--- config.mk ---
export PLATFORM = sky130hd
export DESIGN_NAME = tsr_ctrl
export DESIGN_NICKNAME = d
export VERILOG_FILES = /design/src/hdl/tsr_pkg.sv /design/src/hdl/tsr_ctrl.sv
export SDC_FILE = /design/constraint.sdc
export NUM_CORES = 1
export LEC_CHECK = 0
export BUFFER_PORTS_ARGS = -buffer_cell sky130_fd_sc_hd__buf_4
export CAP_MARGIN = 0
export CORE_MARGIN = 2
export CORE_UTILIZATION = 50
export CTS_CLUSTER_DIAMETER = 40
export DETAILED_ROUTE_END_ITERATION = 12
export GPL_ROUTABILITY_DRIVEN = 1
export GPL_TIMING_DRIVEN = 0
export PLACE_DENSITY = 0.77
export SETUP_SLACK_MARGIN = 0.2
export SKIP_LAST_GASP = 1
export SYNTH_ARGS = -nofsm -noshare
export SYNTH_HDL_FRONTEND = slang
export SYNTH_SLANG_ARGS = --single-unit
--- constraint.sdc ---
create_clock -name clk -period 5.3 [get_ports clk]
set_input_delay 0.265 -clock clk [delete_from_list [all_inputs] [get_ports clk]]
set_output_delay 0.265 -clock clk [all_outputs]
set_load 0.02 [all_outputs]
--- src/hdl/tsr_pkg.sv ---
// ----------------------------------------------------------------------------
// tsr_pkg: shared types and constants of the typed swap-remove slot table
// sizes, record layouts, status codes and the control/memory request bundles
// ----------------------------------------------------------------------------
package tsr_pkg;

  localparam int NUM_KINDS     = 5;
  localparam int MAX_PER_KIND  = 1024;
  localparam int MAX_INSTANCES = 4096;

  localparam int KIND_W  = 3;
  localparam int SLOT_W  = $clog2(MAX_PER_KIND);
  localparam int INST_W  = $clog2(MAX_INSTANCES);
  localparam int OWNER_W = 32;
  localparam int CNT_W   = SLOT_W + 1;
  localparam int ICNT_W  = INST_W + 1;

  // entry record: {instance position, owner id}
  localparam int ENTRY_W     = INST_W + OWNER_W;
  localparam int ENTRY_DEPTH = NUM_KINDS * MAX_PER_KIND;
  localparam int ENTRY_AW    = KIND_W + SLOT_W;

  // instance record: {kind, per-kind index}
  localparam int IREC_W = KIND_W + SLOT_W;

  localparam logic [ENTRY_W-1:0] MASK_ALL  = {ENTRY_W{1'b1}};
  localparam logic [ENTRY_W-1:0] MASK_INST = {{INST_W{1'b1}}, {OWNER_W{1'b0}}};

  localparam logic MODE_INSERT = 1'b0;
  localparam logic MODE_REMOVE = 1'b1;

  typedef enum logic [1:0] {
    ST_OK    = 2'd0,
    ST_FULL  = 2'd1,
    ST_RANGE = 2'd2
  } status_t;

  typedef struct packed {
    logic               mode;
    logic [KIND_W-1:0]  kind;
    logic [SLOT_W-1:0]  slot;
    logic [OWNER_W-1:0] owner;
  } item_t;

  typedef struct packed {
    status_t            status;
    logic [SLOT_W-1:0]  a_idx;
    logic [INST_W-1:0]  a_inst;
    logic               moved;
    logic [OWNER_W-1:0] mv_owner;
    logic [SLOT_W-1:0]  mv_idx;
  } result_t;

  typedef struct packed {
    logic                we;
    logic [ENTRY_AW-1:0] waddr;
    logic [ENTRY_W-1:0]  wmask;
    logic [ENTRY_W-1:0]  wdata;
    logic [ENTRY_AW-1:0] raddr;
  } entry_req_t;

  typedef struct packed {
    logic              we;
    logic [INST_W-1:0] waddr;
    logic [IREC_W-1:0] wdata;
    logic [INST_W-1:0] raddr;
  } inst_req_t;

endpackage

--- src/hdl/tsr_ctrl.sv ---
// ----------------------------------------------------------------------------
// tsr_ctrl: sequencer of the slot table
// holds the counts, drives both memories and registers the result
// ----------------------------------------------------------------------------
module tsr_ctrl (
  input  logic                            clk,
  input  logic                            rst,
  input  logic                            in_valid,
  output logic                            in_ready,
  input  tsr_pkg::item_t                  in_item,
  output logic                            out_valid,
  input  logic                            out_ready,
  output tsr_pkg::result_t                out_res,
  output tsr_pkg::entry_req_t             entry_req,
  input  logic [tsr_pkg::ENTRY_W-1:0]     entry_rdata,
  output tsr_pkg::inst_req_t              inst_req,
  input  logic [tsr_pkg::IREC_W-1:0]      inst_rdata
);

  typedef enum logic [2:0] {
    S_IDLE,
    S_RD_SRC,
    S_MOVE,
    S_DROP,
    S_DONE
  } state_t;

  state_t state;

  logic [tsr_pkg::CNT_W-1:0]   cnt [tsr_pkg::NUM_KINDS];
  logic [tsr_pkg::ICNT_W-1:0]  icount;

  logic [tsr_pkg::KIND_W-1:0]  kind_r;
  logic [tsr_pkg::SLOT_W-1:0]  slot_r;
  logic [tsr_pkg::SLOT_W-1:0]  last_r;
  logic [tsr_pkg::INST_W-1:0]  last_i_r;
  logic [tsr_pkg::INST_W-1:0]  pos_r;
  logic [tsr_pkg::KIND_W-1:0]  lk_r;
  logic [tsr_pkg::SLOT_W-1:0]  ls_r;
  tsr_pkg::result_t            res_r;

  logic                        in_fire;
  logic                        kind_ok;
  logic [tsr_pkg::CNT_W-1:0]   ccnt;
  logic [tsr_pkg::CNT_W-1:0]   ccnt_m1;
  logic [tsr_pkg::ICNT_W-1:0]  icount_m1;
  logic                        ins_ok;
  logic                        rem_ok;
  logic                        mv;
  logic [tsr_pkg::INST_W-1:0]  mp;
  logic                        drop_fix;
  tsr_pkg::result_t            res_idle;

  assign in_ready  = (state == S_IDLE);
  assign in_fire   = in_valid && in_ready;
  assign kind_ok   = ({1'b0, in_item.kind} < (tsr_pkg::KIND_W + 1)'(tsr_pkg::NUM_KINDS));
  assign ccnt      = kind_ok ? cnt[in_item.kind] : '0;
  assign ccnt_m1   = ccnt - tsr_pkg::CNT_W'(1);
  assign icount_m1 = icount - tsr_pkg::ICNT_W'(1);
  assign ins_ok    = kind_ok && (ccnt < tsr_pkg::CNT_W'(tsr_pkg::MAX_PER_KIND))
                     && (icount < tsr_pkg::ICNT_W'(tsr_pkg::MAX_INSTANCES));
  assign rem_ok    = kind_ok && ({1'b0, in_item.slot} < ccnt);
  assign mv        = (slot_r != last_r);
  assign mp        = entry_rdata[tsr_pkg::ENTRY_W-1 -: tsr_pkg::INST_W];
  assign drop_fix  = (pos_r < last_i_r)
                     && ({1'b0, lk_r} < (tsr_pkg::KIND_W + 1)'(tsr_pkg::NUM_KINDS));

  // result of an insert or an error, decided at acceptance
  always_comb begin
    res_idle          = '0;
    res_idle.mv_owner = '1;
    res_idle.mv_idx   = '1;
    if (in_item.mode == tsr_pkg::MODE_INSERT) begin
      if (ins_ok) begin
        res_idle.status = tsr_pkg::ST_OK;
        res_idle.a_idx  = ccnt[tsr_pkg::SLOT_W-1:0];
        res_idle.a_inst = icount[tsr_pkg::INST_W-1:0];
      end else begin
        res_idle.status = tsr_pkg::ST_FULL;
      end
    end else begin
      res_idle.status = rem_ok ? tsr_pkg::ST_OK : tsr_pkg::ST_RANGE;
    end
  end

  // memory requests
  always_comb begin
    entry_req       = '0;
    inst_req        = '0;
    entry_req.raddr = {in_item.kind, in_item.slot};
    inst_req.raddr  = icount_m1[tsr_pkg::INST_W-1:0];
    unique case (state)
      S_IDLE: begin
        if (in_fire && in_item.mode == tsr_pkg::MODE_INSERT && ins_ok) begin
          entry_req.we    = 1'b1;
          entry_req.waddr = {in_item.kind, ccnt[tsr_pkg::SLOT_W-1:0]};
          entry_req.wmask = tsr_pkg::MASK_ALL;
          entry_req.wdata = {icount[tsr_pkg::INST_W-1:0], in_item.owner};
          inst_req.we     = 1'b1;
          inst_req.waddr  = icount[tsr_pkg::INST_W-1:0];
          inst_req.wdata  = {in_item.kind, ccnt[tsr_pkg::SLOT_W-1:0]};
        end
      end
      S_RD_SRC: begin
        entry_req.raddr = {kind_r, last_r};
      end
      S_MOVE: begin
        // last entry of the kind fills the hole, its instance points back
        if (mv) begin
          entry_req.we    = 1'b1;
          entry_req.waddr = {kind_r, slot_r};
          entry_req.wmask = tsr_pkg::MASK_ALL;
          entry_req.wdata = entry_rdata;
          inst_req.we     = 1'b1;
          inst_req.waddr  = mp;
          inst_req.wdata  = {kind_r, slot_r};
        end
      end
      S_DROP: begin
        // last instance fills the freed position, its entry points back
        if (drop_fix) begin
          entry_req.we    = 1'b1;
          entry_req.waddr = {lk_r, ls_r};
          entry_req.wmask = tsr_pkg::MASK_INST;
          entry_req.wdata = {pos_r, {tsr_pkg::OWNER_W{1'b0}}};
          inst_req.we     = 1'b1;
          inst_req.waddr  = pos_r;
          inst_req.wdata  = {lk_r, ls_r};
        end
      end
      S_DONE: begin
      end
      default: begin
      end
    endcase
  end

  always_ff @(posedge clk) begin
    if (rst) begin
      state     <= S_IDLE;
      icount    <= '0;
      out_valid <= 1'b0;
      for (int k = 0; k < tsr_pkg::NUM_KINDS; k++) begin
        cnt[k] <= '0;
      end
    end else begin
      // in S_DONE the result register is reloaded below instead
      if (out_valid && out_ready && state != S_DONE) begin
        out_valid <= 1'b0;
      end
      unique case (state)
        S_IDLE: begin
          if (in_fire) begin
            kind_r   <= in_item.kind;
            slot_r   <= in_item.slot;
            last_r   <= ccnt_m1[tsr_pkg::SLOT_W-1:0];
            last_i_r <= icount_m1[tsr_pkg::INST_W-1:0];
            res_r    <= res_idle;
            if (in_item.mode == tsr_pkg::MODE_INSERT) begin
              if (ins_ok) begin
                cnt[in_item.kind] <= ccnt + tsr_pkg::CNT_W'(1);
                icount            <= icount + tsr_pkg::ICNT_W'(1);
              end
              state <= S_DONE;
            end else if (rem_ok) begin
              state <= S_RD_SRC;
            end else begin
              state <= S_DONE;
            end
          end
        end
        S_RD_SRC: begin
          pos_r <= entry_rdata[tsr_pkg::ENTRY_W-1 -: tsr_pkg::INST_W];
          lk_r  <= inst_rdata[tsr_pkg::IREC_W-1 -: tsr_pkg::KIND_W];
          ls_r  <= inst_rdata[tsr_pkg::SLOT_W-1:0];
          state <= S_MOVE;
        end
        S_MOVE: begin
          if (mv) begin
            res_r.moved    <= 1'b1;
            res_r.mv_owner <= entry_rdata[tsr_pkg::OWNER_W-1:0];
            res_r.mv_idx   <= slot_r;
            // forward the slot just written into the last instance record
            if (mp == last_i_r) begin
              ls_r <= slot_r;
            end
          end
          state <= S_DROP;
        end
        S_DROP: begin
          cnt[kind_r] <= cnt[kind_r] - tsr_pkg::CNT_W'(1);
          if (icount != '0) begin
            icount <= icount_m1;
          end
          state <= S_DONE;
        end
        S_DONE: begin
          if (!out_valid || out_ready) begin
            out_valid <= 1'b1;
            out_res   <= res_r;
            state     <= S_IDLE;
          end
        end
        default: begin
          state <= S_IDLE;
        end
      endcase
    end
  end

  a_icount_bound: assert property (@(posedge clk) disable iff (rst)
    icount <= tsr_pkg::ICNT_W'(tsr_pkg::MAX_INSTANCES))
    else $error("instance count above capacity");

  a_insert_grows: assert property (@(posedge clk) disable iff (rst)
    (in_fire && in_item.mode == tsr_pkg::MODE_INSERT && ins_ok)
    |=> (icount == $past(icount) + tsr_pkg::ICNT_W'(1)))
    else $error("insert did not grow the instance list");

  a_drop_shrinks: assert property (@(posedge clk) disable iff (rst)
    (state == S_DROP && icount != '0) |=> (icount == $past(icount_m1)))
    else $error("remove did not shrink the instance list");

  a_no_write_idle_phases: assert property (@(posedge clk) disable iff (rst)
    (state == S_RD_SRC || state == S_DONE) |-> (!entry_req.we && !inst_req.we))
    else $error("memory write outside an update phase");

endmodule

==> impl_results.html <==
<table>
<tr><th>Metric</th><th>Value</th></tr>
<tr><th colspan="2">Status</th></tr>
<tr><td>Status</td><td>complete, no violations</td></tr>
<tr><th colspan="2">CTS</th></tr>
<tr><td>Hold buffers post-CTS</td><td>38</td></tr>
<tr><td># resized after CTS</td><td>0</td></tr>
<tr><td>Maximum level of the CTS H-tree</td><td>2</td></tr>
<tr><td>CTS Buf Count</td><td>39</td></tr>
<tr><td>Clock network latency to the later pin of the worst-skew pair</td><td>0.54 ns</td></tr>
<tr><td>Maximum buffer depth of the clock tree</td><td>3</td></tr>
<tr><td>Clock tree from TritonCTS</td><td>built</td></tr>
<tr><td>CTS clk-pin slew, worst paths</td><td>~0.050 ns</td></tr>
<tr><td>Clock Tree Root</td><td>sky130_fd_sc_hd__clkbuf_16</td></tr>
<tr><td>TritonCTS Sinks</td><td>between 300 and 400</td></tr>
<tr><td>Number of setup buffers added after CTS</td><td>0</td></tr>
<tr><th colspan="2">Layout</th></tr>
<tr><td>Net count reported at finish</td><td>about 1700</td></tr>
<tr><td>P&amp;R area growth vs syn</td><td>31.9%</td></tr>
<tr><td>Ratio of cells with drive above 1 in the final layout</td><td>34.4%</td></tr>
<tr><td># fillers</td><td>2191</td></tr>
<tr><td>Final Non-Filler Cells</td><td>2034</td></tr>
<tr><th colspan="2">Power and ir drop</th></tr>
<tr><td>Reported leakage power</td><td>roughly 0.0077 µW</td></tr>
<tr><td>Power density relative to cell area</td><td>330 mW/mm²</td></tr>
<tr><td>Power, Total</td><td>roughly 6600 µW</td></tr>
<tr><td>Worst IR drop on VDD</td><td>~270 µV</td></tr>
<tr><th colspan="2">Synth</th></tr>
<tr><td>Commonest register cell after synthesis</td><td>sky130_fd_sc_hd__edfxtp_1</td></tr>
<tr><td>Most used standard cells in the synthesized netlist</td><td>282 x sky130_fd_sc_hd__edfxtp_1, 123 x sky130_fd_sc_hd__nor2_1, 71 x sky130_fd_sc_hd__buf_4</td></tr>
<tr><td>Share of synthesized registers carrying an async set or reset</td><td>0%</td></tr>
<tr><td>Number of synthesized register bits</td><td>between 300 and 400</td></tr>
<tr><td>Fraction of synthesized cell area taken by the top area cell type</td><td>56.1%</td></tr>
<tr><td>Number of synthesized flops with an enable pin</td><td>about 280</td></tr>
<tr><td>Number of cells produced by synthesis</td><td>about 1200</td></tr>
<tr><td>Post-synthesis instance area</td><td>approximately 0.015 mm²</td></tr>
<tr><td>Main area contributors after synthesis</td><td>sky130_fd_sc_hd__edfxtp_1 56%, sky130_fd_sc_hd__mux4_2 4.2%, sky130_fd_sc_hd__buf_4 3.5%</td></tr>
<tr><td>Number of synthesis warnings</td><td>0</td></tr>
<tr><td>Most frequent cell after synthesis</td><td>sky130_fd_sc_hd__edfxtp_1</td></tr>
<tr><td>Sequential element share of the synthesized area</td><td>around three fifths</td></tr>
<tr><td>Post-synthesis net count</td><td>1331</td></tr>
<tr><td>Syn avg cell area</td><td>about 13 µm²</td></tr>
<tr><td>Synth unique cells</td><td>74</td></tr>
<tr><td>Cell taking the most area after synthesis</td><td>sky130_fd_sc_hd__edfxtp_1</td></tr>
<tr><th colspan="2">Global route</th></tr>
<tr><td>Global route overflow</td><td>0</td></tr>
<tr><td>Pin count of the biggest net entering global routing</td><td>34</td></tr>
<tr><td>Via count of the first global-routing pass</td><td>11100</td></tr>
<tr><td>Initial antenna violation count</td><td>4</td></tr>
<tr><td>Total global routing track utilization</td><td>29.1%</td></tr>
<tr><td>Global-route wire length before repair</td><td>~67000 µm</td></tr>
<tr><th colspan="2">Floorplan</th></tr>
<tr><td>Initial Util</td><td>between 50% and 60%</td></tr>
<tr><td>Area enclosed by the die boundary</td><td>between 0.03 and 0.04 mm²</td></tr>
<tr><td>Area inside the core boundary</td><td>between 0.02 and 0.03 mm²</td></tr>
<tr><td>I/O pin count</td><td>329</td></tr>
<tr><td>Die Height</td><td>between 150 and 200 µm</td></tr>
<tr><td>Horizontal extent of the die</td><td>approximately 180 µm</td></tr>
<tr><td>Number of rows created at floorplan</td><td>63</td></tr>
<tr><th colspan="2">Setup path</th></tr>
<tr><td>Cell-by-cell listing of the critical path</td><td>clkbuf_1 &gt; nor3_1 &gt; and2_1 &gt; nand2_1 &gt; nand2b_1 &gt; nand2b_1 &gt; buf_4 &gt; buf_4</td></tr>
<tr><td>Required time of the critical path</td><td>5.04 ns</td></tr>
<tr><td>WP data arrival</td><td>between 4 and 5 ns</td></tr>
<tr><td>Setup crit start kind</td><td>flip-flop</td></tr>
<tr><td>Critical Path Slowest Stage Cell</td><td>sky130_fd_sc_hd__nor3_1</td></tr>
<tr><td>Delay of the slowest cell on the worst path</td><td>around 0.87 ns</td></tr>
<tr><td>Crit path from</td><td>state[1]$_SDFFE_PP0P_</td></tr>
<tr><td>Type of the setup path with the least slack</td><td>flip-flop to primary output</td></tr>
<tr><td>Origin of the critical flop-to-flop path</td><td>cnt[1][0]$_SDFFCE_PN0P_</td></tr>
<tr><td>Peak fanout along the critical path</td><td>33</td></tr>
<tr><td>Type of destination of the critical path</td><td>primary output</td></tr>
<tr><th colspan="2">Detailed routing</th></tr>
<tr><td>Routed wire length</td><td>approximately 47000 µm</td></tr>
<tr><td>Detailed-route DRC error count</td><td>0</td></tr>
<tr><td>DR iter-0 viols</td><td>approximately 1400</td></tr>
<tr><td>Antenna violation net count after detailed routing</td><td>0</td></tr>
<tr><td>First-pass iteration count of the detailed router</td><td>8</td></tr>
<tr><td>Vias</td><td>roughly 12000</td></tr>
<tr><td>DR vias/cell</td><td>5.69</td></tr>
<tr><td>Wire length per cell</td><td>roughly 23 µm</td></tr>
<tr><th colspan="2">Timing</th></tr>
<tr><td>Final Hold Slack</td><td>0.0119 ns</td></tr>
<tr><td>Maximum clock rate</td><td>about 0.23 GHz</td></tr>
<tr><td>Summed negative setup slack over all endpoints</td><td>0 ns</td></tr>
<tr><td>Final number of hold-violating endpoints</td><td>0</td></tr>
<tr><td>Final Setup Violations</td><td>0</td></tr>
<tr><td>Headroom to the max-slew limit</td><td>around 2.0%</td></tr>
<tr><td>Final Worst Setup Slack</td><td>roughly 0.9 ns</td></tr>
<tr><td>Fin crit share</td><td>83.0%</td></tr>
<tr><td>Post-layout min period</td><td>around 4.4 ns</td></tr>
<tr><td>Actual transition at the worst max-transition pin</td><td>between 1 and 1.5 ns</td></tr>
<tr><td>Worst clock skew on the final layout</td><td>~0.022 ns</td></tr>
<tr><td>Unrepaired setup endpoints after global routing</td><td>false</td></tr>
<tr><td>Max Transition Viols Final</td><td>0</td></tr>
<tr><th colspan="2">Placed design</th></tr>
<tr><td>Gp weighted congestion</td><td>approximately 0.95</td></tr>
<tr><td>Worst Setup Slack post-DPL</td><td>1.13 ns</td></tr>
<tr><td>Post-DP HPWL</td><td>about 34000 µm</td></tr>
<tr><td>Total instance count after detailed placement</td><td>1921</td></tr>
<tr><td># port buffers</td><td>328</td></tr>
<tr><th colspan="2">Worst hold path</th></tr>
<tr><td>Hold Path Class</td><td>input port to flip-flop</td></tr>
<tr><td>Startpoint of the worst hold path</td><td>entry_rdata[25]</td></tr>
<tr><th colspan="2">Run</th></tr>
<tr><td>Maxcap violations</td><td>0</td></tr>
</table>
through the flow:
step                util [%]  area [µm²]
global placement        60.9       18000
floorplan                  -       15100
detailed placement      61.3       18200
global route            67.1       19900
CTS                     67.1       19900
finish                  67.1       19900
report_power, final:
part	switching [µW]	total [µW]	internal (µW)
Combinational	653	1150	494
Sequential	50.9	2760	2710
Clock	1050	2660	1610
Total	1750	6570	4820
final timing paths:
check / end / slack (ns) / depth (start not counted)
setup / recovery: inst_req[37] / 0.90 / 8
hold / removal: res_r[35]$_SDFFCE_PN1P_ / 0.01 / 2
setup reg to reg: cnt[7][6]$_DFFE_PP_ / 1.47 / 9
hold reg to reg: out_res[51]$_DFFE_PP_ / 0.41 / 0
layout make-up:
type / count / area (µm²) / share of cell area, %
Inverter: 50 / 188 / 0.944
Clock inverter: 24 / 293 / 1.47
Antenna cell: 4 / 10.0 / 0.0503
Multi-Input combinational cell: 707 / 5210 / 26.2
Tap cell: 390 / 488 / 2.45
Clock buffer: 47 / 1030 / 5.16
Buffer: 139 / 843 / 4.24
Sequential cell: 302 / 8870 / 44.6
Timing Repair Buffer: 371 / 2970 / 14.9
worst max-delay path: cells and delay by family, from the launching register on:
| family | cells | cell delay, ns |
|---|---|---|
| DFF | 1 | 0.29 |
| buffers and inverters | 3 | 0.52 |
| and+or+nand+nor | 5 | 2.80 |
flip-flops by register name (all words and copies together) (netlist names), named ones only:
signal / count
out_res: 67
ls_r: 10
kind_r: 3
last_i_r: 12
out_valid: 1
cnt: 88
icount: 13
res_r: 67
pos_r: 12
last_r: 10
state: 3
slot_r: 10
lk_r: 3
routing by layer:
metal	track usage (%)	wire length, µm	part of all wire (%)
met1	35.2	17200	37
met5	0	0	0
met3	4.71	4020	8.6
met2	50.2	23400	50
met4	15.0	2410	5.1
cell usage in the layout (no fill, tap or decap), types with 6 or more instances in the layout:
| master | Yosys | layout |
|---|---|---|
| sky130_fd_sc_hd__nand2_1 | 59 | 59 |
| sky130_fd_sc_hd__nor2_1 | 123 | 121 |
| sky130_fd_sc_hd__edfxtp_1 | 282 | 282 |
| sky130_fd_sc_hd__xor2_1 | 27 | 27 |
| sky130_fd_sc_hd__a21oi_1 | 30 | 30 |
| sky130_fd_sc_hd__a22o_1 | 33 | 33 |
| sky130_fd_sc_hd__nand2b_1 | 49 | 49 |
| sky130_fd_sc_hd__nor3_1 | 25 | 25 |
| sky130_fd_sc_hd__ha_1 | 26 | 26 |
| sky130_fd_sc_hd__nor2_2 | 6 | 6 |
| sky130_fd_sc_hd__and2_1 | 18 | 18 |
| sky130_fd_sc_hd__buf_4 | 71 | 399 |
| sky130_fd_sc_hd__a31oi_1 | 7 | 7 |
| sky130_fd_sc_hd__clkbuf_1 | 44 | 50 |
| sky130_fd_sc_hd__o21ai_0 | 47 | 47 |
| sky130_fd_sc_hd__mux2_2 | 25 | 25 |
| sky130_fd_sc_hd__xnor2_1 | 32 | 32 |
| sky130_fd_sc_hd__dfxtp_1 | 20 | 20 |
| sky130_fd_sc_hd__nand4_1 | 9 | 9 |
| sky130_fd_sc_hd__clkbuf_16 | 0 | 39 |
| sky130_fd_sc_hd__or3_1 | 8 | 8 |
| sky130_fd_sc_hd__a22oi_1 | 18 | 18 |
| sky130_fd_sc_hd__buf_2 | 13 | 13 |
| sky130_fd_sc_hd__a221o_1 | 11 | 11 |
| sky130_fd_sc_hd__dlygate4sd3_1 | 0 | 38 |
| sky130_fd_sc_hd__nand3b_1 | 8 | 8 |
| sky130_fd_sc_hd__mux4_2 | 28 | 28 |
| sky130_fd_sc_hd__nand3_1 | 8 | 8 |
| sky130_fd_sc_hd__nor4_1 | 9 | 9 |
| sky130_fd_sc_hd__inv_1 | 49 | 49 |
| sky130_fd_sc_hd__mux2i_1 | 28 | 28 |
cells by family after synthesis:
family          Yosys count  share of synthesized area (%)
compound gates          193                           9.04
fa+ha+maj                26                           2.16
buf+inv                 189                           6.83
flops                   302                           58.8
simple gates            344                           11.3
mux                      85                           8.50
xor+xnor                 59                           3.43
No activity file was read; power rests on OpenSTA's default activity.
