### src/hdl/tsr_ram.sv
// ----------------------------------------------------------------------------
// tsr_ram: simple dual-port synchronous ram
// one write port with a bit mask, one read port with registered data
// ----------------------------------------------------------------------------
module tsr_ram #(
  parameter int WIDTH = 8,
  parameter int DEPTH = 16
) (
  input  logic                     clk,
  input  logic                     we,
  input  logic [$clog2(DEPTH)-1:0] waddr,
  input  logic [WIDTH-1:0]         wmask,
  input  logic [WIDTH-1:0]         wdata,
  input  logic [$clog2(DEPTH)-1:0] raddr,
  output logic [WIDTH-1:0]         rdata
);

  logic [WIDTH-1:0] mem [DEPTH];

  always_ff @(posedge clk) begin
    if (we) begin
      for (int i = 0; i < WIDTH; i++) begin
        if (wmask[i]) begin
          mem[waddr][i] <= wdata[i];
        end
      end
    end
  end

  always_ff @(posedge clk) begin
    rdata <= mem[raddr];
  end

endmodule

### config.mk
export PLATFORM = sky130hd
export DESIGN_NAME = tsr_ram
export DESIGN_NICKNAME = d
export VERILOG_FILES = /design/src/hdl/tsr_ram.sv
export SDC_FILE = /design/constraint.sdc
export NUM_CORES = 1
export LEC_CHECK = 0
export BUFFER_PORTS_ARGS = -buffer_cell sky130_fd_sc_hd__clkbuf_2
export CAP_MARGIN = 30
export CORE_ASPECT_RATIO = 0.75
export CORE_MARGIN = 1
export CORE_UTILIZATION = 60
export CTS_BUF_LIST = sky130_fd_sc_hd__clkbuf_16
export DETAILED_ROUTE_END_ITERATION = 12
export GPL_ROUTABILITY_DRIVEN = 0
export PLACE_DENSITY = 0.81
export SETUP_SLACK_MARGIN = 0.3
export SLEW_MARGIN = 20
export SYNTH_ARGS = -nofsm -noshare
export SYNTH_HDL_FRONTEND = slang
export SYNTH_SLANG_ARGS = --single-unit
### constraint.sdc
create_clock -name clk -period 3.1 [get_ports clk]
set_clock_uncertainty 0.05 [all_clocks]
set_input_delay 0.31 -clock clk [delete_from_list [all_inputs] [get_ports clk]]
set_output_delay 0.31 -clock clk [all_outputs]
set_load 0.01 [all_outputs]
==> flow_results.xml, run 1 <==
<?xml version="1.0" encoding="UTF-8"?>
<metrics>
  <group name="clock_tree">
    <metric name="tritoncts" unit="">yes</metric>
    <metric name="clock-sinks" unit="">136</metric>
    <metric name="ctsResizeCount" unit="">0</metric>
    <metric name="cts-root-buf" unit="">clkbuf_16</metric>
    <metric name="clock_latency" unit="ns">0.41</metric>
    <metric name="postCtsSetupBuffers" unit="">0</metric>
    <metric name="tritoncts.num_buffers" unit="">17</metric>
    <metric name="holdBufCountCts" unit="">0</metric>
    <metric name="cts_max_level" unit="">4</metric>
    <metric name="clkTransAtPathRegs" unit="ns">0.06</metric>
    <metric name="maximum_count_of_clock_buffers_along_a_single_path" unit="">2</metric>
  </group>
  <group name="synthesis">
    <metric name="ys_warn_count" unit="">0</metric>
    <metric name="netlist_instances" unit="">373</metric>
    <metric name="syn_area" unit="um^2">5684</metric>
    <metric name="netlist-cell-type-count" unit="">17</metric>
    <metric name="syn_area_per_cell" unit="um^2">15.24</metric>
    <metric name="mappedNetlistNets" unit="">399</metric>
    <metric name="flip_flop_and_latch_count_after_synthesis" unit="">136</metric>
    <metric name="synth_sequential_area_ratio" unit="">0.7044</metric>
  </group>
  <group name="pwr">
    <metric name="combinationalPowerShare" unit="">0.053</metric>
    <metric name="clockPowerShare" unit="">0.460</metric>
    <metric name="seq_power_share" unit="">0.487</metric>
    <metric name="vdd_ir_drop_max" unit="mV">0.6064</metric>
    <metric name="power.share.switching" unit="">0.2036</metric>
    <metric name="pd_cells" unit="nW/um^2">650.8</metric>
    <metric name="cellInternalPower" unit="mW">3.355</metric>
    <metric name="p_leak" unit="nW">2.203</metric>
    <metric name="switching_power" unit="uW">857.7</metric>
  </group>
  <group name="status">
    <metric name="result_of_the_run" unit="">complete, no violations</metric>
  </group>
  <group name="die">
    <metric name="floorplan.rows" unit="">30</metric>
    <metric name="chipWidth" unit="um">114.4</metric>
    <metric name="ioPinCount" unit="">34</metric>
    <metric name="die_area" unit="um^2">9871</metric>
    <metric name="coreArea" unit="um^2">9121</metric>
    <metric name="die_height" unit="um">86.30</metric>
    <metric name="initial_core_util" unit="">0.6232</metric>
  </group>
  <group name="placement">
    <metric name="io_buffer_count" unit="">33</metric>
    <metric name="dpl.cell_count" unit="">516</metric>
    <metric name="place.detailed.hpwl" unit="mm">7.147</metric>
    <metric name="dp_worst_setup_slack" unit="ns">1.105</metric>
    <metric name="placed_cell_area" unit="um^2">5897</metric>
  </group>
  <group name="routing">
    <metric name="drt_drc_violations_left" unit="">0</metric>
    <metric name="route.final.wire_length" unit="mm">12.17</metric>
    <metric name="wl_per_cell" unit="um">22.17</metric>
    <metric name="antenna_violating_nets_post_route" unit="">0</metric>
    <metric name="drt_first_pass_iters" unit="">5</metric>
    <metric name="routed-via-count" unit="">3324</metric>
    <metric name="dr.first_iter.drc_count" unit="">411</metric>
    <metric name="route.detailed.vias_per_inst" unit="">6.055</metric>
  </group>
  <group name="global_route">
    <metric name="global_route.usage.met1" unit="">0.3476</metric>
    <metric name="use_met3" unit="">0.05734</metric>
    <metric name="grt_overflow" unit="">0</metric>
    <metric name="grt_util_met2" unit="">0.4402</metric>
    <metric name="top_usage_layer" unit="">met2</metric>
    <metric name="grt_max_degree" unit="">33</metric>
    <metric name="groute.usage.overall" unit="">0.2666</metric>
    <metric name="number_of_antenna_violations_at_the_first_check_in_global_routing" unit="">0</metric>
    <metric name="vias_in_the_first_global_route" unit="">3311</metric>
    <metric name="grt_first_pass_wirelength" unit="mm">18.02</metric>
  </group>
  <group name="cells_and_area">
    <metric name="n_antenna_cell" unit="">0</metric>
    <metric name="areaGrowthSynthToFinish" unit="%">13.89</metric>
    <metric name="final_layout_size_suffix_gt1_frac" unit="">0.1853</metric>
    <metric name="finish.instance_area" unit="um^2">6474</metric>
    <metric name="finish.utilization" unit="">0.7097</metric>
    <metric name="final.fill_count" unit="">609</metric>
    <metric name="layout.cells.most_common" unit="">nor2_1</metric>
    <metric name="layout.cells.most_common_list" unit="">nor2_1 (131), edfxtp_1 (128), clkbuf_2 (33), nand2_1 (25), mux4_2 (18)</metric>
    <metric name="final_cell_count_no_fill" unit="">549</metric>
    <metric name="fin_nets" unit="">434</metric>
  </group>
  <group name="timing">
    <metric name="unrepaired_setup_endpoints_after_global_routing" unit="">false</metric>
    <metric name="finalSetupTns" unit="ns">0</metric>
    <metric name="setup_slack" unit="ns">1.516</metric>
    <metric name="max-slew-margin-rel" unit="">0.3560</metric>
    <metric name="fmax" unit="MHz">631.3</metric>
    <metric name="report.final.setup_viol" unit="">0</metric>
    <metric name="finalWorstPathRequiredPeriod" unit="ns">1.584</metric>
    <metric name="max_slew.worst_pin.slew" unit="ns">0.9640</metric>
    <metric name="report.final.hold_viol_count" unit="">0</metric>
    <metric name="layout_worst_path_cycle_share" unit="">0.5110</metric>
    <metric name="final_slew_viol_count" unit="">0</metric>
  </group>
  <group name="hold_path">
    <metric name="worst_min_path_class" unit="">in -&gt; reg</metric>
    <metric name="holdCritStartpoint" unit="">wdata[4]</metric>
  </group>
  <group name="setup_path">
    <metric name="cp_max_fo" unit="">32</metric>
    <metric name="cp.arrival" unit="ns">1.82</metric>
    <metric name="worstReg2RegStart" unit="">mem[1][0]$_DFFE_PP_</metric>
    <metric name="worst-setup-path-type" unit="">in -&gt; reg</metric>
    <metric name="crit_path_start_kind" unit="">primary input</metric>
    <metric name="setup.worst_path.start" unit="">raddr[0]</metric>
    <metric name="setup.worst_path.end_class" unit="">flip-flop</metric>
    <metric name="crit_required" unit="ns">3.34</metric>
  </group>
  <group name="flow_run">
    <metric name="maxCapViolations" unit="">0</metric>
  </group>
</metrics>
-- stage by stage --
| step | total power, mW | hold WS [ns] |
|---|---|---|
| final | 4.213 | 0.2620 |
| after global routing | 4.310 | 0.2884 |
| after CTS | 4.213 | 0.2450 |
| after detailed placement | 2.310 | 0.6131 |
| after global placement | 2.301 | 0.5993 |
| after floorplan | 2.221 | 0.3589 |
-- worst max-delay path, cell delays in order --
cell and delay [ns]:
clkbuf_2 0.08, buf_4 0.50, mux4_1 0.64, a22oi_1 0.22
nand2_1 0.07
-- cells by family (layout without fill, tap and decap cells) --
family / Yosys count / after routing / synth area share
simple gates: 170 / 170 / 0.1173
buf+inv: 19 / 67 / 0.02113
flops: 136 / 136 / 0.7044
compound gates: 16 / 16 / 0.02113
mux: 32 / 32 / 0.1360
-- final timing paths --
path / cells after the start / endpoint / slack [ns]
max: 5 / rdata[4]$_DFF_P_ / 1.52
min: 1 / mem[3][4]$_DFFE_PP_ / 0.26
max reg2reg: 3 / rdata[0]$_DFF_P_ / 1.75
min reg2reg: 3 / rdata[7]$_DFF_P_ / 0.63
-- metal layers --
layer | up-vias | wire (um) | share of wire
met5 | - | 0 | 0
met4 | 0 | 232 | 0.019
met3 | 20 | 906 | 0.074
met2 | 150 | 6155 | 0.51
met1 | 1681 | 4875 | 0.40
li1 | 1473 | - | -
-- state kept, by name (all words and copies together), names as in the netlist --
signal  flops
mem       128
rdata       8
-- cell type report --
class | instances | area, um^2 | share of cell area
multi-input combinational | 218 | 1560 | 0.2410
timing repair buffer | 35 | 180.2 | 0.02783
clock inverter | 15 | 143.9 | 0.02223
tap | 128 | 160.2 | 0.02474
clock buffer | 17 | 425.4 | 0.06571
sequential | 136 | 4004 | 0.6185
-- Yosys cell counts --
| cell | n | area share |
|---|---|---|
| and2b_1 | 1 | 0.0013 |
| edfxtp_1 | 128 | 0.68 |
| buf_6 | 3 | 0.0059 |
| nand4_1 | 1 | 0.0011 |
| clkbuf_1 | 9 | 0.0059 |
| nand3_1 | 6 | 0.0053 |
| nor2_1 | 131 | 0.087 |
| mux4_1 | 14 | 0.065 |
| buf_4 | 1 | 0.0013 |
| clkdlybuf4s25_2 | 3 | 0.0053 |
| buf_2 | 3 | 0.0026 |
| nor2b_1 | 5 | 0.0055 |
| dfxtp_1 | 8 | 0.028 |
| a22oi_1 | 16 | 0.021 |
| nand2_1 | 25 | 0.017 |
| mux4_2 | 18 | 0.071 |
| and2_1 | 1 | 0.0011 |
-- power groups by stage --
stage	combinational [mW]	sequential [mW]	clock, mW
3_3_place_gp	0.214	2.09	0
2_1_floorplan	0.130	2.09	0
6_report	0.224	2.05	1.94
3_5_place_dp	0.221	2.09	0
4_1_cts	0.223	2.05	1.94
5_1_grt	0.242	2.05	2.02
No activity file was read; power rests on OpenSTA's default activity.
==> inputs of run 2 (changes only) <==
Settings changed: CORE_UTILIZATION 60 to 54, PLACE_DENSITY 0.81 to 0.77.
Clock period 3.1 ns to 1.45 ns, I/O delays scaled along.
==> flow_results.xml, run 2 (same netlist as run 1, synthesis figures left out) <==
<?xml version="1.0" encoding="UTF-8"?>
<metrics>
  <group name="status">
    <metric name="result_of_the_run" unit="">complete, no violations</metric>
  </group>
  <group name="pwr">
    <metric name="cellInternalPower" unit="mW">7.243</metric>
    <metric name="p_leak" unit="nW">2.361</metric>
    <metric name="pd_cells" unit="nW/um^2">1336</metric>
    <metric name="power.share.switching" unit="">0.2072</metric>
    <metric name="switching_power" unit="mW">1.893</metric>
    <metric name="vdd_ir_drop_max" unit="mV">0.9603</metric>
    <metric name="clockPowerShare" unit="">0.457</metric>
    <metric name="combinationalPowerShare" unit="">0.063</metric>
    <metric name="seq_power_share" unit="">0.480</metric>
  </group>
  <group name="clock_tree">
    <metric name="cts-root-buf" unit="">clkbuf_16</metric>
    <metric name="clkTransAtPathRegs" unit="ns">0.06</metric>
    <metric name="clock-sinks" unit="">136</metric>
    <metric name="holdBufCountCts" unit="">0</metric>
    <metric name="clock_latency" unit="ns">0.41</metric>
    <metric name="cts_max_level" unit="">4</metric>
    <metric name="tritoncts" unit="">yes</metric>
    <metric name="maximum_count_of_clock_buffers_along_a_single_path" unit="">2</metric>
    <metric name="tritoncts.num_buffers" unit="">17</metric>
    <metric name="postCtsSetupBuffers" unit="">0</metric>
  </group>
  <group name="cells_and_area">
    <metric name="ff_latch_area" unit="um^2">4004</metric>
    <metric name="final_layout_size_suffix_gt1_frac" unit="">0.3105</metric>
    <metric name="fin_nets" unit="">480</metric>
    <metric name="final.fill_count" unit="">738</metric>
    <metric name="top_register" unit="">mem</metric>
    <metric name="n_antenna_cell" unit="">0</metric>
    <metric name="finish.utilization" unit="">0.6670</metric>
    <metric name="layout.cells.most_common" unit="">nor2_1</metric>
    <metric name="largestRegisters" unit="">mem (128), rdata (8)</metric>
    <metric name="areaGrowthSynthToFinish" unit="%">20.27</metric>
    <metric name="area_of_the_multi_input_gates" unit="um^2">1540</metric>
    <metric name="layout.cells.most_common_list" unit="">nor2_1 (131), edfxtp_1 (128), buf_4 (46), clkbuf_2 (33), mux4_2 (32)</metric>
    <metric name="largest_register_ffs" unit="">128</metric>
  </group>
  <group name="setup_path">
    <metric name="cp.arrival" unit="ns">1.58</metric>
    <metric name="crit_required" unit="ns">1.70</metric>
    <metric name="worstRegToRegCells" unit="">3</metric>
    <metric name="worst-setup-path-type" unit="">reg -&gt; reg</metric>
    <metric name="cp_max_fo" unit="">1</metric>
    <metric name="crit_path_start_kind" unit="">flip-flop</metric>
    <metric name="setup.worst_path.end_class" unit="">flip-flop</metric>
  </group>
  <group name="global_route">
    <metric name="number_of_antenna_violations_at_the_first_check_in_global_routing" unit="">0</metric>
    <metric name="groute.usage.overall" unit="">0.2565</metric>
    <metric name="top_usage_layer" unit="">met2</metric>
    <metric name="grt_max_degree" unit="">33</metric>
    <metric name="grt_util_met2" unit="">0.3999</metric>
    <metric name="vias_in_the_first_global_route" unit="">3485</metric>
    <metric name="grt_overflow" unit="">0</metric>
    <metric name="grt_first_pass_wirelength" unit="mm">19.33</metric>
    <metric name="global_route.usage.met1" unit="">0.3384</metric>
    <metric name="use_met3" unit="">0.07828</metric>
  </group>
  <group name="routing">
    <metric name="antenna_violating_nets_post_route" unit="">0</metric>
    <metric name="drt_drc_violations_left" unit="">0</metric>
    <metric name="route.detailed.vias_per_inst" unit="">5.723</metric>
    <metric name="route.final.wire_length" unit="mm">12.74</metric>
    <metric name="wl_per_cell" unit="um">21.13</metric>
    <metric name="routed-via-count" unit="">3451</metric>
    <metric name="drt_first_pass_iters" unit="">5</metric>
    <metric name="dr.first_iter.drc_count" unit="">339</metric>
  </group>
  <group name="die">
    <metric name="floorplan.rows" unit="">32</metric>
    <metric name="ioPinCount" unit="">34</metric>
    <metric name="initial_core_util" unit="">0.5546</metric>
    <metric name="chipWidth" unit="um">120.5</metric>
    <metric name="die_area" unit="um^2">10940</metric>
    <metric name="coreArea" unit="um^2">10250</metric>
    <metric name="die_height" unit="um">90.85</metric>
  </group>
  <group name="timing">
    <metric name="final_slew_viol_count" unit="">0</metric>
    <metric name="fmax" unit="MHz">749.5</metric>
    <metric name="max-slew-margin-rel" unit="">0.2940</metric>
    <metric name="layout_worst_path_cycle_share" unit="">0.9201</metric>
    <metric name="max_slew.worst_pin.slew" unit="ns">1.055</metric>
    <metric name="report.final.setup_viol" unit="">0</metric>
    <metric name="finalWorstPathRequiredPeriod" unit="ns">1.334</metric>
    <metric name="whs" unit="ns">0.04413</metric>
    <metric name="finalSetupTns" unit="ns">0</metric>
    <metric name="unrepaired_setup_endpoints_after_global_routing" unit="">true</metric>
    <metric name="report.final.hold_viol_count" unit="">0</metric>
  </group>
  <group name="hold_path">
    <metric name="whs_path_depth" unit="">3</metric>
    <metric name="worst_min_path_class" unit="">in -&gt; reg</metric>
  </group>
  <group name="flow_run">
    <metric name="maxCapViolations" unit="">0</metric>
  </group>
  <group name="placement">
    <metric name="io_buffer_count" unit="">33</metric>
    <metric name="place.detailed.hpwl" unit="mm">7.884</metric>
  </group>
</metrics>
run 2: cell type report:
type,count,area share
Clock buffer,17,0.06223
Multi-Input combinational cell,218,0.2253
Tap cell,136,0.02489
Sequential cell,136,0.5857
Clock inverter,15,0.02141
Timing Repair Buffer,81,0.08053
run 2: metrics by stage:
stage	setup WS [ns]	power [mW]	area (um^2)	instances
4_1_cts	0.1579	9.161	6814	602
3_5_place_dp	-0.1035	5.017	6231	570
3_3_place_gp	-0.03991	5.004	6231	570
6_report	0.1159	9.136	6837	603
2_1_floorplan	0.1941	4.770	5674	373
5_1_grt	0.08580	9.367	6837	603
run 2: worst max-delay path, cell delays in order, from the launching register on:
cell      delay (ns)
edfxtp_1        0.36
mux4_2          0.50
a22oi_2         0.22
nand2_1         0.08
run 2: final timing paths:
kind                                      startpoint             endpoint  slack, ns
worst min-delay path                        wmask[6]  mem[7][6]$_DFFE_PP_       0.04
worst max register to register   mem[3][4]$_DFFE_PP_     rdata[4]$_DFF_P_       0.12
worst min register to register  mem[15][3]$_DFFE_PP_     rdata[3]$_DFF_P_       0.62
worst max-delay path             mem[3][4]$_DFFE_PP_     rdata[4]$_DFF_P_       0.12
run 2: power groups by stage:
stage | Sequential [mW] | Combinational, mW | Clock (mW)
2_1_floorplan | 4.47 | 0.300 | 0
3_3_place_gp | 4.46 | 0.544 | 0
3_5_place_dp | 4.46 | 0.556 | 0
4_1_cts | 4.38 | 0.568 | 4.21
5_1_grt | 4.39 | 0.622 | 4.36
6_report | 4.38 | 0.576 | 4.18
run 2: repair_timing:
item	4_1_cts	5_1_grt
endpoints found under the setup margin	8	8
pin swaps	7	2
gates resized for setup	4	3
run 2: per-layer routing:
| layer | wire (um) | part of all wire |
|---|---|---|
| met4 | 269 | 0.021 |
| met1 | 4969 | 0.39 |
| met3 | 1123 | 0.088 |
| met5 | 0 | 0 |
| met2 | 6376 | 0.50 |
==> inputs of run 3 (changes only) <==
Settings changed: CORE_UTILIZATION 54 to 40, PLACE_DENSITY 0.77 to 0.6.
==> flow_results.xml, run 3 (same netlist as run 1, synthesis figures left out) <==
<?xml version="1.0" encoding="UTF-8"?>
<metrics>
  <group name="timing">
    <metric name="max-slew-margin-rel" unit="">0.2859</metric>
    <metric name="finalWorstPathRequiredPeriod" unit="ns">1.273</metric>
    <metric name="unrepaired_setup_endpoints_after_global_routing" unit="">true</metric>
    <metric name="fmax" unit="MHz">785.4</metric>
    <metric name="max_slew.worst_pin.slew" unit="ns">1.067</metric>
    <metric name="whs" unit="ns">0.08650</metric>
    <metric name="finalSetupTns" unit="ns">0</metric>
    <metric name="final_slew_viol_count" unit="">0</metric>
    <metric name="report.final.setup_viol" unit="">0</metric>
    <metric name="layout_worst_path_cycle_share" unit="">0.8781</metric>
    <metric name="report.final.hold_viol_count" unit="">0</metric>
  </group>
  <group name="cells_and_area">
    <metric name="n_antenna_cell" unit="">0</metric>
    <metric name="final_layout_size_suffix_gt1_frac" unit="">0.3326</metric>
    <metric name="largest_register_ffs" unit="">128</metric>
    <metric name="layout.cells.most_common" unit="">nor2_1</metric>
    <metric name="top_register" unit="">mem</metric>
    <metric name="layout.cells.most_common_list" unit="">nor2_1 (131), edfxtp_1 (128), buf_4 (44), clkbuf_2 (33), mux4_2 (32)</metric>
    <metric name="largestRegisters" unit="">mem (128), rdata (8)</metric>
    <metric name="fin_nets" unit="">479</metric>
    <metric name="areaGrowthSynthToFinish" unit="%">21.81</metric>
  </group>
  <group name="hold_path">
    <metric name="worst_min_path_class" unit="">in -&gt; reg</metric>
    <metric name="whs_path_depth" unit="">1</metric>
    <metric name="hold_end" unit="">mem[10][5]$_DFFE_PP_</metric>
    <metric name="holdCritStartpoint" unit="">wdata[5]</metric>
  </group>
  <group name="pwr">
    <metric name="seq_power_share" unit="">0.479</metric>
    <metric name="pd_cells" unit="nW/um^2">1321</metric>
    <metric name="power.share.switching" unit="">0.2201</metric>
    <metric name="vdd_ir_drop_max" unit="mV">0.8795</metric>
    <metric name="p_leak" unit="nW">2.342</metric>
    <metric name="clockPowerShare" unit="">0.456</metric>
    <metric name="cellInternalPower" unit="mW">7.134</metric>
    <metric name="switching_power" unit="mW">2.014</metric>
    <metric name="combinationalPowerShare" unit="">0.064</metric>
  </group>
  <group name="die">
    <metric name="initial_core_util" unit="">0.4120</metric>
    <metric name="die_area" unit="um^2">14700</metric>
    <metric name="die_height" unit="um">105.2</metric>
    <metric name="floorplan.rows" unit="">37</metric>
    <metric name="coreArea" unit="um^2">13800</metric>
    <metric name="ioPinCount" unit="">34</metric>
    <metric name="chipWidth" unit="um">139.7</metric>
  </group>
  <group name="setup_path">
    <metric name="worstRegToRegCells" unit="">3</metric>
    <metric name="setup.worst_path.end_class" unit="">flip-flop</metric>
    <metric name="setup.worst_path.start" unit="">mem[3][7]$_DFFE_PP_</metric>
    <metric name="worst-setup-path-type" unit="">reg -&gt; reg</metric>
    <metric name="worstReg2RegStart" unit="">mem[3][7]$_DFFE_PP_</metric>
    <metric name="cp.arrival" unit="ns">1.52</metric>
    <metric name="cp_max_fo" unit="">1</metric>
    <metric name="timing.rr.end" unit="">rdata[7]$_DFF_P_</metric>
    <metric name="crit_path_start_kind" unit="">flip-flop</metric>
    <metric name="r2r_setup_slack" unit="ns">0.18</metric>
    <metric name="crit_required" unit="ns">1.70</metric>
  </group>
  <group name="flow_run">
    <metric name="maxCapViolations" unit="">0</metric>
  </group>
  <group name="routing">
    <metric name="route.detailed.vias_per_inst" unit="">5.276</metric>
    <metric name="drt_first_pass_iters" unit="">4</metric>
    <metric name="wl_per_cell" unit="um">20.12</metric>
    <metric name="routed-via-count" unit="">3382</metric>
    <metric name="dr.first_iter.drc_count" unit="">201</metric>
    <metric name="antenna_violating_nets_post_route" unit="">0</metric>
    <metric name="drt_drc_violations_left" unit="">0</metric>
    <metric name="route.final.wire_length" unit="mm">12.90</metric>
  </group>
  <group name="status">
    <metric name="result_of_the_run" unit="">complete, no violations</metric>
  </group>
  <group name="global_route">
    <metric name="grt_first_pass_wirelength" unit="mm">19.78</metric>
    <metric name="groute.usage.overall" unit="">0.1917</metric>
    <metric name="vias_in_the_first_global_route" unit="">3482</metric>
    <metric name="number_of_antenna_violations_at_the_first_check_in_global_routing" unit="">0</metric>
    <metric name="grt_max_degree" unit="">33</metric>
    <metric name="grt_overflow" unit="">0</metric>
  </group>
  <group name="clock_tree">
    <metric name="cts-root-buf" unit="">clkbuf_16</metric>
    <metric name="tritoncts.num_buffers" unit="">17</metric>
    <metric name="clock-sinks" unit="">136</metric>
    <metric name="clkTransAtPathRegs" unit="ns">0.06</metric>
    <metric name="tritoncts" unit="">yes</metric>
    <metric name="holdBufCountCts" unit="">0</metric>
    <metric name="maximum_count_of_clock_buffers_along_a_single_path" unit="">2</metric>
    <metric name="cts_max_level" unit="">4</metric>
    <metric name="postCtsSetupBuffers" unit="">0</metric>
    <metric name="clock_latency" unit="ns">0.42</metric>
  </group>
  <group name="placement">
    <metric name="io_buffer_count" unit="">33</metric>
    <metric name="place.detailed.hpwl" unit="mm">8.375</metric>
  </group>
</metrics>
[run 3: changes by cell type in the layout (fill, tap and decap cells not counted), sizes merged]
| cell | delta |
|---|---|
| clkinvlp | +3 |
| inv | -3 |
| clkinv | +1 |
| buf | -1 |
| bufinv | -1 |
[run 3: final cells by class]
cell class | count | area, um^2
repair buffers | 80 | 555.5
fillers | 1195 | 6872
well taps | 175 | 219.0
clock buffers | 17 | 425.4
clock inverters | 15 | 155.1
flip-flops and latches | 136 | 4004
multi-input cells | 218 | 1565
[run 3: what timing repair did]
item	4_1_cts	5_1_grt
resized for setup	7	5
pin swaps	4	3
setup endpoints to repair	8	9
[run 3: worst max-delay path, cell delays in order (launching register included)]
cell and delay [ns]:
edfxtp_1 0.37, mux4_2 0.50, a22oi_2 0.17, nand2_1 0.07
[run 3: how the worst max path moves through the flow]
stage | end | slack [ns] | cells past startpoint
after floorplan | rdata[1]$_DFF_P_ | 0.19 | 5
after global placement | rdata[0]$_DFF_P_ | -0.03 | 5
after detailed placement | rdata[7]$_DFF_P_ | -0.06 | 5
after CTS | rdata[7]$_DFF_P_ | 0.19 | 3
after global routing | rdata[4]$_DFF_P_ | 0.13 | 3
final | rdata[7]$_DFF_P_ | 0.18 | 3
[run 3: per-layer routing]
metal	track usage	wire length (um)
met3	0.03726	592
met2	0.3241	6452
met1	0.2494	5744
met5	0	0
met4	0.06515	107
[run 3: power by group through the flow]
stage                     clock network, mW  logic [mW]  registers [mW]
after floorplan                           0       0.300            4.47
after global placement                    0       0.561            4.46
after detailed placement                  0       0.571            4.47
after CTS                              4.23       0.586            4.38
after global routing                   4.40       0.640            4.39
final                                  4.17       0.590            4.38
[run 3: stage by stage]
stage                     std cells  power, mW    util  setup slack [ns]  cell area (um^2)
after floorplan                 373      4.770       -            0.1941              5674
after global placement          608      5.026  0.4556          -0.02691              6285
after detailed placement        608      5.037  0.4556          -0.06152              6285
after CTS                       640      9.201  0.4995            0.1870              6892
after global routing            641      9.425  0.5019            0.1278              6924
final                           641      9.148  0.5019            0.1767              6924
